$ cat src/design/cluster_run_extent_merger_unit_assert.svh
// ----------------------------------------------------------------------------
// Assertion macros for the cluster run extent merger
// Concurrent checks sampled on clk and held off while arst_n is low.
// ----------------------------------------------------------------------------
`ifndef CLUSTER_RUN_EXTENT_MERGER_UNIT_ASSERT_SVH
`define CLUSTER_RUN_EXTENT_MERGER_UNIT_ASSERT_SVH

// The consequent must hold in the same cycle as the antecedent.
`define CREM_ASSERT_SAME(label, ante, cons, msg) \
	label: assert property (@(posedge clk) disable iff (!arst_n) (ante) |-> (cons)) \
		else $error(msg);

// The consequent must hold in the cycle after the antecedent.
`define CREM_ASSERT_NEXT(label, ante, cons, msg) \
	label: assert property (@(posedge clk) disable iff (!arst_n) (ante) |=> (cons)) \
		else $error(msg);

`endif

$ cat src/design/crem_pkg.sv
// ----------------------------------------------------------------------------
// Cluster run extent merger package
// Widths, register indexes and the records passed between the merger parts.
// ----------------------------------------------------------------------------
package crem_pkg;

	localparam int CLUSTER_W = 32;
	localparam int COUNT_W   = 32;
	localparam int SIZE_W    = 26;
	localparam int AREA_W    = 48;
	localparam int EXT_W     = 64;
	localparam int DATA_W    = 64;
	localparam int ADDR_W    = 4;

	localparam logic [SIZE_W-1:0] SIZE_RESET = SIZE_W'(512);

	localparam int FIFO_DEPTH = 4;
	localparam int PTR_W      = $clog2(FIFO_DEPTH);
	localparam int FCNT_W     = $clog2(FIFO_DEPTH + 1);

	// Register index, taken from paddr bit 3 (registers sit 8 bytes apart).
	typedef enum logic {
		REG_CLUSTER_BYTES    = 1'b0,
		REG_DATA_AREA_OFFSET = 1'b1
	} reg_idx_t;

	// One closed run waiting to be turned into a byte extent.
	typedef struct packed {
		logic [CLUSTER_W-1:0] start;
		logic [COUNT_W-1:0]   count;
		logic                 last;
	} run_rec_t;

	// Up to two runs closed by one accepted cluster.
	typedef struct packed {
		logic [1:0] num;
		run_rec_t   rec0;
		run_rec_t   rec1;
	} run_push_t;

	typedef struct packed {
		logic              empty;
		logic              room;
		logic [FCNT_W-1:0] count;
	} fifo_status_t;

endpackage

$ cat src/design/crem_extent_calc.sv
// ----------------------------------------------------------------------------
// Extent arithmetic
// Turns a run record into a byte offset and a byte length.
// ----------------------------------------------------------------------------
module crem_extent_calc
	import crem_pkg::*;
(
	input  run_rec_t          rec,
	input  logic [SIZE_W-1:0] cluster_bytes,
	input  logic [AREA_W-1:0] data_area_offset,
	output logic [EXT_W-1:0]  extent_offset,
	output logic [EXT_W-1:0]  extent_length
);

	logic signed [CLUSTER_W:0]          start_term;
	logic signed [SIZE_W:0]             size_s;
	logic signed [CLUSTER_W+SIZE_W+1:0] off_prod;
	logic [COUNT_W+SIZE_W-1:0]          len_prod;

	// With a data area the start is relative to cluster two and may go
	// negative; without one the plain start number is used.
	always_comb begin
		if (data_area_offset != '0) begin
			start_term = $signed({1'b0, rec.start}) - $signed((CLUSTER_W+1)'(2));
		end else begin
			start_term = $signed({1'b0, rec.start});
		end
	end

	assign size_s   = $signed({1'b0, cluster_bytes});
	assign off_prod = start_term * size_s;
	assign len_prod = rec.count * cluster_bytes;

	assign extent_offset = EXT_W'(off_prod) + EXT_W'(data_area_offset);
	assign extent_length = EXT_W'(len_prod);

endmodule

$ cat config.mk
export PLATFORM = sky130hd
export DESIGN_NAME = crem_extent_calc
export DESIGN_NICKNAME = d
export VERILOG_FILES = /design/src/design/cluster_run_extent_merger_unit_assert.svh /design/src/design/crem_pkg.sv /design/src/design/crem_extent_calc.sv
export SDC_FILE = /design/constraint.sdc
export NUM_CORES = 2
export LEC_CHECK = 0
export ABC_CLOCK_PERIOD_IN_PS = 29500
export BUFFER_PORTS_ARGS = -buffer_cell sky130_fd_sc_hd__buf_2
export CORE_MARGIN = 2
export CORE_UTILIZATION = 50
export DETAILED_ROUTE_END_ITERATION = 16
export PLACE_DENSITY = 0.71
export SETUP_SLACK_MARGIN = 0.02
export SYNTH_ARGS = -nofsm -noshare
export SYNTH_HDL_FRONTEND = slang
export SYNTH_SLANG_ARGS = --single-unit
$ cat constraint.sdc
create_clock -name vclk -period 29.5
set_input_delay 8.85 -clock vclk [all_inputs]
set_output_delay 8.85 -clock vclk [all_outputs]
set_load 0.05 [all_outputs]
# --- Yosys cells after proc, flatten, opt, wreduce, memory -nomap -nowiden ---
# Cells that the tools add are included.
totals:
  ff_bits: 0
  out_inout_bits: 128
  elab_cells: 6
  inputBits: 139
classes:
  n_reduce_logical: 1
  n_mul: 2
  n_mux: 1
  add_sub_neg: 2
ops:
  columns: ["cell", "n"]
  rows:
  - ["$add A60 B49 Y61", 1]
  - ["$mul A33 B27 Y60", 1]
  - ["$mul A32 B26 Y58", 1]
  - ["$reduce_bool A48 Y1", 1]
  - ["$mux W33", 1]
  - ["$sub A32 B2 Y33 const B", 1]

# --- Depth between registers and ports, before layout ---
logic_depth:
  ltp_word: 4
  ltp_mapped: 36

# --- Worst setup path after synthesis ---
# Ideal clock, no wire load.
synth_timing:
  path_type: "input to output"
  start: "input port rec[39] (netlist bit)"
  end: "output port extent_offset[61]"
  path_buffers: 4
  slack_ns: 1.899
  stages: 33
  required_time_ns: 20.650
  t_arrival_ns: 18.751
  cell_sequence: "or4_4 nor4_2 nand2b_1 or2_1 or4_4 nor4_4 nand2_1 nor4b_2 clkbuf_1 nand2_1 fa_1 fa_1 inv_1 fa_1 clkbuf_1 clkinv_1 maj3_1 fa_1 inv_1 fa_1 inv_1 fa_1 inv_1 ha_1 clkbuf_1 nand3_1 o21ai_0 a221o_1 a211oi_1 o31ai_1 a21oi_1 xnor2_1 buf_4"
synth_between:
  elab_chain_cells: 4
synth_lines:
  columns: ["item", "line_no", "text"]
  rows:
  - ["start, declared", "crem_extent_calc.sv:8", "input run_rec_t rec,"]
  - ["$sub A32 B2 Y33", "crem_extent_calc.sv:24", "start_term = $signed({1'b0, rec.start}) - $signed((CLUSTER_W+1)'(2));"]
  - ["$mux W33 *", "crem_extent_calc.sv:23", "if (data_area_offset != '0) begin"]
  - ["$mul A33 B27 Y60 *", "crem_extent_calc.sv:31", "assign off_prod = start_term * size_s;"]
  - ["$add A60 B49 Y61 *", "crem_extent_calc.sv:34", "assign extent_offset = EXT_W'(off_prod) + EXT_W'(data_area_offset);"]
  - ["end, declared", "crem_extent_calc.sv:11", "output logic [EXT_W-1:0] extent_offset,"]
# Every way passes the cells marked *; elsewhere a longest branch is shown, timed or not.

# --- Worst setup path in the final report ---
layout_timing:
  start: "input port data_area_offset[8]"
  end: "output port extent_offset[58]"
layout_between:
  elab_chain_cells: 4
layout_lines:
  columns: ["item", "line_no", "text"]
  rows:
  - ["start, declared", "crem_extent_calc.sv:10", "input logic [AREA_W-1:0] data_area_offset,"]
  - ["$reduce_bool A48 Y1", "crem_extent_calc.sv:23", null]
  - ["$mux W33", "crem_extent_calc.sv:23", null]
  - ["$mul A33 B27 Y60", "crem_extent_calc.sv:31", null]
  - ["$add A60 B49 Y61 *", "crem_extent_calc.sv:34", null]
# Marks and branches as above.

==> metrics <==
outcome finished, final reports clean; Placed Area 62060 sq um; nets 8779; DR vias/cell 5.351; final instance count without filler cells 8172; CP max FO 16; Crit path arrival time 20.08 ns; Post-Synthesis Cells 6640; CTS Hold Bufs 0; Synth Cell Area 59350 sq um; critical path's slowest cell nor3_1; CTS resizes 0; critical path's largest stage delay 0.93 ns; FMAX 34.56 MHz; DRT Wirelength 159800 microns; end point of the worst hold path extent_offset[0]; placed insts 8163; fillers 10750; RSZ-0062 raised after global routing no; Clock buffer cells 0; Hold Path Depth 3; commonest non-fill, non-tap cell in the layout inv_1; TritonRoute pass-1 iters 5; register area share after synthesis 0; HPWL after DPL 130900 microns; Top delay family on crit path adder cells; row cnt 126; Synth Area per Inst 8.938 sq um; Max-slew headroom 0.2548; min Tclk post-route 28.93 ns; ANT nets after route 0; Die W 348.5 microns; Starting Density 0.5033; Seq Cell Count 0; CP Launch Type primary input; most frequent cells in the layout inv_1 (1715), fa_1 (1633), nand2_1 (887); WP buf/inv 8; pin count of the biggest net entering global routing 66; WS Path Type primary input to primary output; synth warn 0; # Post-CTS Setup Buffers 0; worst hold path startpoint data_area_offset[0]; global-route wire length before repair 261600 microns; # setup viols final 0; GPL Wtd Cong 0.9899; Remaining DRCs 0; Congestion Overflow GR 0; Final Max Slew Viols 0; antenna violations before repair 18; final instance area 62080 sq um; cell repeated most along the worst path fa_1; Max Cap Violations 0; Core Region 117900 sq um; P&R area growth vs syn 4.606%; Hold Path Class primary input to primary output; GRT Overall Usage 0.2740; Die Ht 348.5 microns; full die area 121500 sq um; final-report hold violation count 0; Multi-input gate area 51730 sq um; vias post-DR 43730; initial DRC count 2860; average wire per standard cell 19.55 microns; Fin Setup TNS 0 ns; final core area utilization 0.5265; final period utilization 0.9807; Crit. End Element primary output; Slew @ Worst Pin 1.106 ns; num ports 267; FF+latch area 0 sq um; Netlist cell types 72; ratio of cells with drive above 1 in the final layout 0.05764; vias in the first global route 48430; CP required 20.65 ns; port buffer count 260
[cells by family after synthesis]
family | after synthesis | share of synthesized area
compound gates | 378 | 0.04037
xor+xnor | 156 | 0.02359
fa+ha+maj | 2016 | 0.6314
buf+inv | 2078 | 0.1323
mux | 3 | 0.0005060
other cells | 1 | 0.00006319
simple gates | 2008 | 0.1718
[cells in the mapped netlist (18+ instances only)]
master,count,share of area
a21o_1,66,0.0083
a21oi_1,128,0.011
and2_1,782,0.082
clkbuf_1,337,0.021
fa_1,1633,0.55
ha_1,378,0.080
inv_1,1715,0.11
nand2_1,887,0.056
nand2b_1,33,0.0035
nand3_1,29,0.0024
nand4_1,27,0.0028
nor2_1,64,0.0040
nor2b_1,105,0.011
nor3_1,19,0.0016
nor4_1,18,0.0019
o21ai_0,68,0.0057
o21bai_1,23,0.0029
xnor2_1,100,0.015
xor2_1,53,0.0078
[routing by layer]
| layer | up-vias | share of wire | global-route usage |
|---|---|---|---|
| met5 | - | 0.00038 | 0 |
| met1 | 22840 | 0.39 | 0.3538 |
| met3 | 271 | 0.089 | 0.05404 |
| met4 | 8 | 0.033 | 0.07653 |
| met2 | 1670 | 0.49 | 0.4696 |
| li1 | 18940 | - | - |
[worst max path at each step]
stage                        startpoint  cells after the start                end  slack, ns
floorplan                       rec[39]                     33  extent_offset[61]       1.90
global placement    data_area_offset[8]                     34  extent_offset[63]       0.74
detailed placement  data_area_offset[8]                     34  extent_offset[61]       0.67
CTS                 data_area_offset[8]                     34  extent_offset[61]       0.63
global route                    rec[39]                     28  extent_offset[58]       0.03
finish              data_area_offset[8]                     35  extent_offset[58]       0.57
[per-stage QoR]
stage	hold WS, ns	setup slack [ns]
after detailed placement	18.17	0.6711
after floorplan	18.00	1.899
after CTS	18.17	0.6339
final	18.16	0.5682
after global routing	18.18	0.03386
after global placement	18.17	0.7414
[layout make-up]
type / count / share of cell area
Inverter: 1716 / 0.1038
Multi-Input combinational cell: 4567 / 0.8333
Tap cell: 1536 / 0.03096
Antenna cell: 9 / 0.0003628
Timing Repair Buffer: 344 / 0.03160
[tightest hold or removal path: stages]
cell and delay [ns]:
buf_2 0.09, ha_1 0.12, buf_2 0.25
Power is left out: the tool's default activity adds up to more than one toggle a clock period on the data nets, which glitch-free logic cannot reach.
