## src/design/cluster_run_extent_merger_unit_assert.svh

```systemverilog
// ----------------------------------------------------------------------------
// Assertion macros for the cluster run extent merger
// Concurrent checks sampled on clk and held off while arst_n is low.
// ----------------------------------------------------------------------------
`ifndef CLUSTER_RUN_EXTENT_MERGER_UNIT_ASSERT_SVH
`define CLUSTER_RUN_EXTENT_MERGER_UNIT_ASSERT_SVH

// The consequent must hold in the same cycle as the antecedent.
`define CREM_ASSERT_SAME(label, ante, cons, msg) \
	label: assert property (@(posedge clk) disable iff (!arst_n) (ante) |-> (cons)) \
		else $error(msg);

// The consequent must hold in the cycle after the antecedent.
`define CREM_ASSERT_NEXT(label, ante, cons, msg) \
	label: assert property (@(posedge clk) disable iff (!arst_n) (ante) |=> (cons)) \
		else $error(msg);

`endif

```

## src/design/crem_pkg.sv

```systemverilog
// ----------------------------------------------------------------------------
// Cluster run extent merger package
// Widths, register indexes and the records passed between the merger parts.
// ----------------------------------------------------------------------------
package crem_pkg;

	localparam int CLUSTER_W = 32;
	localparam int COUNT_W   = 32;
	localparam int SIZE_W    = 26;
	localparam int AREA_W    = 48;
	localparam int EXT_W     = 64;
	localparam int DATA_W    = 64;
	localparam int ADDR_W    = 4;

	localparam logic [SIZE_W-1:0] SIZE_RESET = SIZE_W'(512);

	localparam int FIFO_DEPTH = 4;
	localparam int PTR_W      = $clog2(FIFO_DEPTH);
	localparam int FCNT_W     = $clog2(FIFO_DEPTH + 1);

	// Register index, taken from paddr bit 3 (registers sit 8 bytes apart).
	typedef enum logic {
		REG_CLUSTER_BYTES    = 1'b0,
		REG_DATA_AREA_OFFSET = 1'b1
	} reg_idx_t;

	// One closed run waiting to be turned into a byte extent.
	typedef struct packed {
		logic [CLUSTER_W-1:0] start;
		logic [COUNT_W-1:0]   count;
		logic                 last;
	} run_rec_t;

	// Up to two runs closed by one accepted cluster.
	typedef struct packed {
		logic [1:0] num;
		run_rec_t   rec0;
		run_rec_t   rec1;
	} run_push_t;

	typedef struct packed {
		logic              empty;
		logic              room;
		logic [FCNT_W-1:0] count;
	} fifo_status_t;

endpackage

```

## src/design/crem_rec_fifo.sv

```systemverilog
// ----------------------------------------------------------------------------
// Run record queue
// Four-entry register queue taking zero, one or two records per cycle and
// giving one record per cycle on pop.
// ----------------------------------------------------------------------------
module crem_rec_fifo
	import crem_pkg::*;
(
	input  logic         clk,
	input  logic         arst_n,
	input  run_push_t    push,
	input  logic         pop,
	output run_rec_t     head,
	output fifo_status_t status
);

	run_rec_t          mem_q [FIFO_DEPTH];
	logic [PTR_W-1:0]  wr_ptr_q;
	logic [PTR_W-1:0]  rd_ptr_q;
	logic [FCNT_W-1:0] cnt_q;
	logic [PTR_W-1:0]  wr_ptr_nx;

	assign wr_ptr_nx = wr_ptr_q + PTR_W'(1);

	always_ff @(posedge clk) begin
		if (push.num != 2'd0) begin
			mem_q[wr_ptr_q] <= push.rec0;
		end
		if (push.num == 2'd2) begin
			mem_q[wr_ptr_nx] <= push.rec1;
		end
	end

	always_ff @(posedge clk or negedge arst_n) begin
		if (!arst_n) begin
			wr_ptr_q <= '0;
			rd_ptr_q <= '0;
			cnt_q    <= '0;
		end else begin
			wr_ptr_q <= wr_ptr_q + PTR_W'(push.num);
			if (pop) begin
				rd_ptr_q <= rd_ptr_q + PTR_W'(1);
			end
			cnt_q <= cnt_q + FCNT_W'(push.num) - FCNT_W'(pop);
		end
	end

	assign head         = mem_q[rd_ptr_q];
	assign status.empty = (cnt_q == '0);
	// Room for two more records, the most one cluster can close.
	assign status.room  = (cnt_q <= FCNT_W'(FIFO_DEPTH - 2));
	assign status.count = cnt_q;

endmodule

```

## config.mk

```make
export PLATFORM = sky130hd
export DESIGN_NAME = crem_rec_fifo
export DESIGN_NICKNAME = d
export VERILOG_FILES = /design/src/design/cluster_run_extent_merger_unit_assert.svh /design/src/design/crem_pkg.sv /design/src/design/crem_rec_fifo.sv
export SDC_FILE = /design/constraint.sdc
export NUM_CORES = 1
export LEC_CHECK = 0
export ABC_CLOCK_PERIOD_IN_PS = 6600
export BUFFER_PORTS_ARGS = -buffer_cell sky130_fd_sc_hd__buf_2
export CAP_MARGIN = 20
export CORE_UTILIZATION = 55
export DETAILED_ROUTE_END_ITERATION = 8
export GPL_ROUTABILITY_DRIVEN = 0
export GPL_TIMING_DRIVEN = 1
export PLACE_DENSITY = 0.8
export REMOVE_ABC_BUFFERS = 1
export SLEW_MARGIN = 5
export SYNTH_ARGS = -nofsm -noshare
export SYNTH_HDL_FRONTEND = slang
export SYNTH_SLANG_ARGS = --single-unit
```

## constraint.sdc

```tcl
create_clock -name clk -period 6.6 [get_ports clk]
set_input_delay 0.99 -clock clk [delete_from_list [all_inputs] [get_ports clk]]
set_output_delay 0.99 -clock clk [all_outputs]
set_load 0.01 [all_outputs]
```

Word level (Yosys, flattened, before mapping)
Memory sizes are Yosys's and may differ from the RTL's.
Index checks and enable logic that the tools add are counted.
{"block": "classes", "n_eq_ne": 1, "addsub": 5, "n_lt_le_gt_ge": 1, "n_reduce_logical": 2, "mux": 4}
{"op": "2-bit by 1-bit adder with 2-bit output (second input constant)", "n": 2}
{"op": "1-bit 2-to-1 mux", "n": 4}
{"op": "3-bit by 2-bit adder with 3-bit output", "n": 1}
{"op": "3-bit by 2-bit <= comparator with 1-bit output (second input constant)", "n": 1}
{"op": "3-bit logical NOT", "n": 1}
{"op": "3-bit by 1-bit subtractor with 3-bit output", "n": 1}
{"op": "2-bit adder", "n": 1}
{"op": "2-bit equality test (second input constant)", "n": 1}
{"op": "2-bit nonzero test", "n": 1}
{"block": "word_totals", "output_inout_bits": 70, "n_memories": 1, "ramBits": 260, "inputBits": 135, "regBits": 7, "word_cells": 17}
{"memory": "mem_q", "depth": 4, "word_bits": 65, "read_ports": 1, "rd_ports_with_merged_regs": 0, "wr": 2, "line": "crem_rec_fifo.sv:17", "source": "run_rec_t mem_q [FIFO_DEPTH];"}

Longest topological paths before layout
{"block": "logic_depth", "depth_word": 3, "ltp_mapped": 6, "mapped_depth_nobuf": 6}

Worst setup path before layout
OpenSTA, ideal clock, no wires.
{"block": "synth_timing", "kind": "input port to flip-flop", "startpoint": "in push[131] in the netlist's numbering", "endpoint": "mem mem_q[0][0] in the netlist's numbering, enable pin", "setup_ns": 0.578, "stages": 3, "t_required_ns": 6.022, "arrival_ns": 5.820, "path_slack_ns": 0.202, "path_cell_list": "clkbuf_2 > o21bai_1 > o21ai_0"}
{"element": "start, declared", "line": "crem_rec_fifo.sv:11", "source": "input run_push_t push,"}
{"element": "end, declared", "line": "crem_rec_fifo.sv:17"}

==> reports/metrics.yaml <==
status: "completed"
root_buffer: "clkbuf_16"
path_clk_slew_ps: 60
grt_pass1_wl_um: 42100
path_cells: "buf_4 > mux4_2 > buf_2"
cp_top_family: "flip-flops"
rr_worst_depth: 3
synth_ff_type: "edfxtp_1"
antenna_found_initial: 7
r2r_start: "wr_ptr_q[1]$_DFF_PN0_"
yosysWarnings: 0
crit_path_start_kind: "register"
dp_worst_setup_slack_ps: 3150
floorplan.rows: 56
worst_r2r_endpoint: "mem_q[3][1]$_DFFE_PP_"
synthDistinctLibCells: 26
relSlewSlack_pct: 29.1
hold_slack_ps: 306
dp_hpwl_um: 16300
nets: 1008
rsz0062_at_grt: "false"
switching_share_pct: 30.9
n_fill_cell: 1672
pwr-share-seq_pct: 44.8
via_count: 6983
cts_setup_buffers: 0
arrival_ps: 2910
final_core_util_pct: 65.0
reg2reg_slack_ps: 3770
routed_wirelength_um: 27500
h-tree-depth: 1
dieArea_um2: 24900
finalHoldViolations: 0
drv_cap: 0
ys_ff_latch: 267
cts_sinks: 267
drive_gt1_share_pct: 66.0
cp_max_fo: 42
power_density_nw_per_um2: 412
syn_to_final_growth_pct: 15.1
drc: 0
layout.cells.most_common_list: "edfxtp_1, buf_2, mux2_2, mux2_4, mux4_2"
peakVddDrop_mv: 0.289
syn_inst: 668
fin_tns_setup_ps: 0
endpoint_kind: "output pin"
crit_cells: 3
grtUsageTotal_pct: 22.5
die_h_um: 158
max_slew.worst_pin.slew_ps: 1060
post-route-period-util_pct: 59.0
power_frac_comb_pct: 33.1
design_area_um2: 15300
required_ps: 5610
cts_tree: "built"
critical_path_class: "reg2out"
insertion_delay_ps: 520
switching_power_mw: 1.95
synth-edff-count: 260
multi_input_area_um2: 5000
period_minus_slack_ps: 3900
core_area_um2: 23600
grt_pass1_vias: 7389
placed_area_um2: 14500
cts_resized: 0
antenna_left: 0
syn_avg_cell_area_um2: 19.9
synth_seq_area_share_pct: 59.9
grt_max_degree: 67
clk_path_buf_depth: 3
drv_slew: 0
crit_buf_inv: 2
setup_viol_count_final: 0
pin_count: 205
port_buffers: 204
hold_buffers: 0
numCtsBuffers: 27
seqCellArea_um2: 7990
internal_power_mw: 4.37
clock_skew_ps: 12.7
setup_ws_ps: 2700
pwr-share-clk_pct: 22.0
dr.pass1.iters: 4
drt_iter0_drc: 406
die_w_um: 158
slowest_delay_ps: 980
async_flop_share_pct: 2.62
grt-ovfl-total: 0
final_common_cell: "edfxtp_1"
viasPerCell: 5.77
wl_per_cell_um: 22.7
synth_area_um2: 13300
fmax_mhz: 257
leakage_nw: 5.60
min_path_type: "in2async"
start_util_pct: 56.4
slowest_stage: "dfrtp_4"
==> kinds of logic after synthesis <==
group           synth area share, %
fa+ha+maj                     0.526
mux                            35.5
simple gates                  0.554
xor+xnor                      0.394
flops                          59.9
buf+inv                        2.90
compound gates                0.188
==> state kept, by name, summed over array words and instances, names as in the netlist <==
register,count
mem_q,260
cnt_q,3
rd_ptr_q,2
wr_ptr_q,2
==> Yosys cell counts, types with 2 or more instances <==
cell,instances,share of area (%)
and4bb_1,2,0.19
buf_1,3,0.084
buf_2,11,0.41
buf_4,5,0.28
buf_6,21,1.8
clkbuf_1,4,0.11
dfrtp_1,7,1.3
edfxtp_1,260,59
ha_1,4,0.38
inv_1,7,0.20
mux2_2,171,14
mux2_4,89,10
mux4_2,65,11
nor2_1,2,0.056
o21bai_1,2,0.11
xnor2_1,5,0.33
==> cell type report <==
type	instances	area share, %
Timing Repair Buffer	216	7.32
Antenna cell	4	0.0652
Sequential cell	267	52.1
Clock buffer	33	4.55
Tap cell	319	2.60
Multi-Input combinational cell	349	32.6
Clock inverter	15	0.595
Inverter	7	0.171
==> power groups by stage <==
stage          combinational (mW)  clock (mW)  sequential (mW)
5_1_grt                      2.26        1.49             2.90
3_3_place_gp                 2.09           0             2.87
2_1_floorplan                1.41           0             2.86
4_1_cts                      2.12        1.42             2.85
6_report                     2.09        1.39             2.83
3_5_place_dp                 2.11           0             2.88
==> per-stage QoR <==
| step | instances | power (mW) |
|---|---|---|
| finish | 1210 | 6.32 |
| global route | 1208 | 6.64 |
| CTS | 1205 | 6.39 |
| detailed placement | 1157 | 4.99 |
| global placement | 1157 | 4.96 |
| floorplan | 623 | 4.27 |
==> metal layers <==
metal / GRT usage (%) / part of all wire [%] / up-vias
met5: 0 / 0.084 / -
li1: - / - / 3144
met4: 4.58 / 1.2 / 4
met2: 37.3 / 49 / 221
met3: 5.53 / 7.6 / 29
met1: 30.5 / 42 / 3585
==> how the worst max path moves through the flow <==
| stage | start | to | slack [ps] |
|---|---|---|---|
| 2_1_floorplan | push[131] | mem_q[0][0]$_DFFE_PP_ | -950 |
| 3_3_place_gp | rd_ptr_q[0]$_DFFE_PN0P_ | head[5] | 3150 |
| 3_5_place_dp | push[130] | mem_q[3][0]$_DFFE_PP_ | 3150 |
| 4_1_cts | rd_ptr_q[0]$_DFFE_PN0P_ | head[5] | 2600 |
| 5_1_grt | rd_ptr_q[0]$_DFFE_PN0P_ | head[57] | 2490 |
| 6_report | rd_ptr_q[0]$_DFFE_PN0P_ | head[19] | 2700 |
Note: power is estimated with default switching activity, not from simulation.
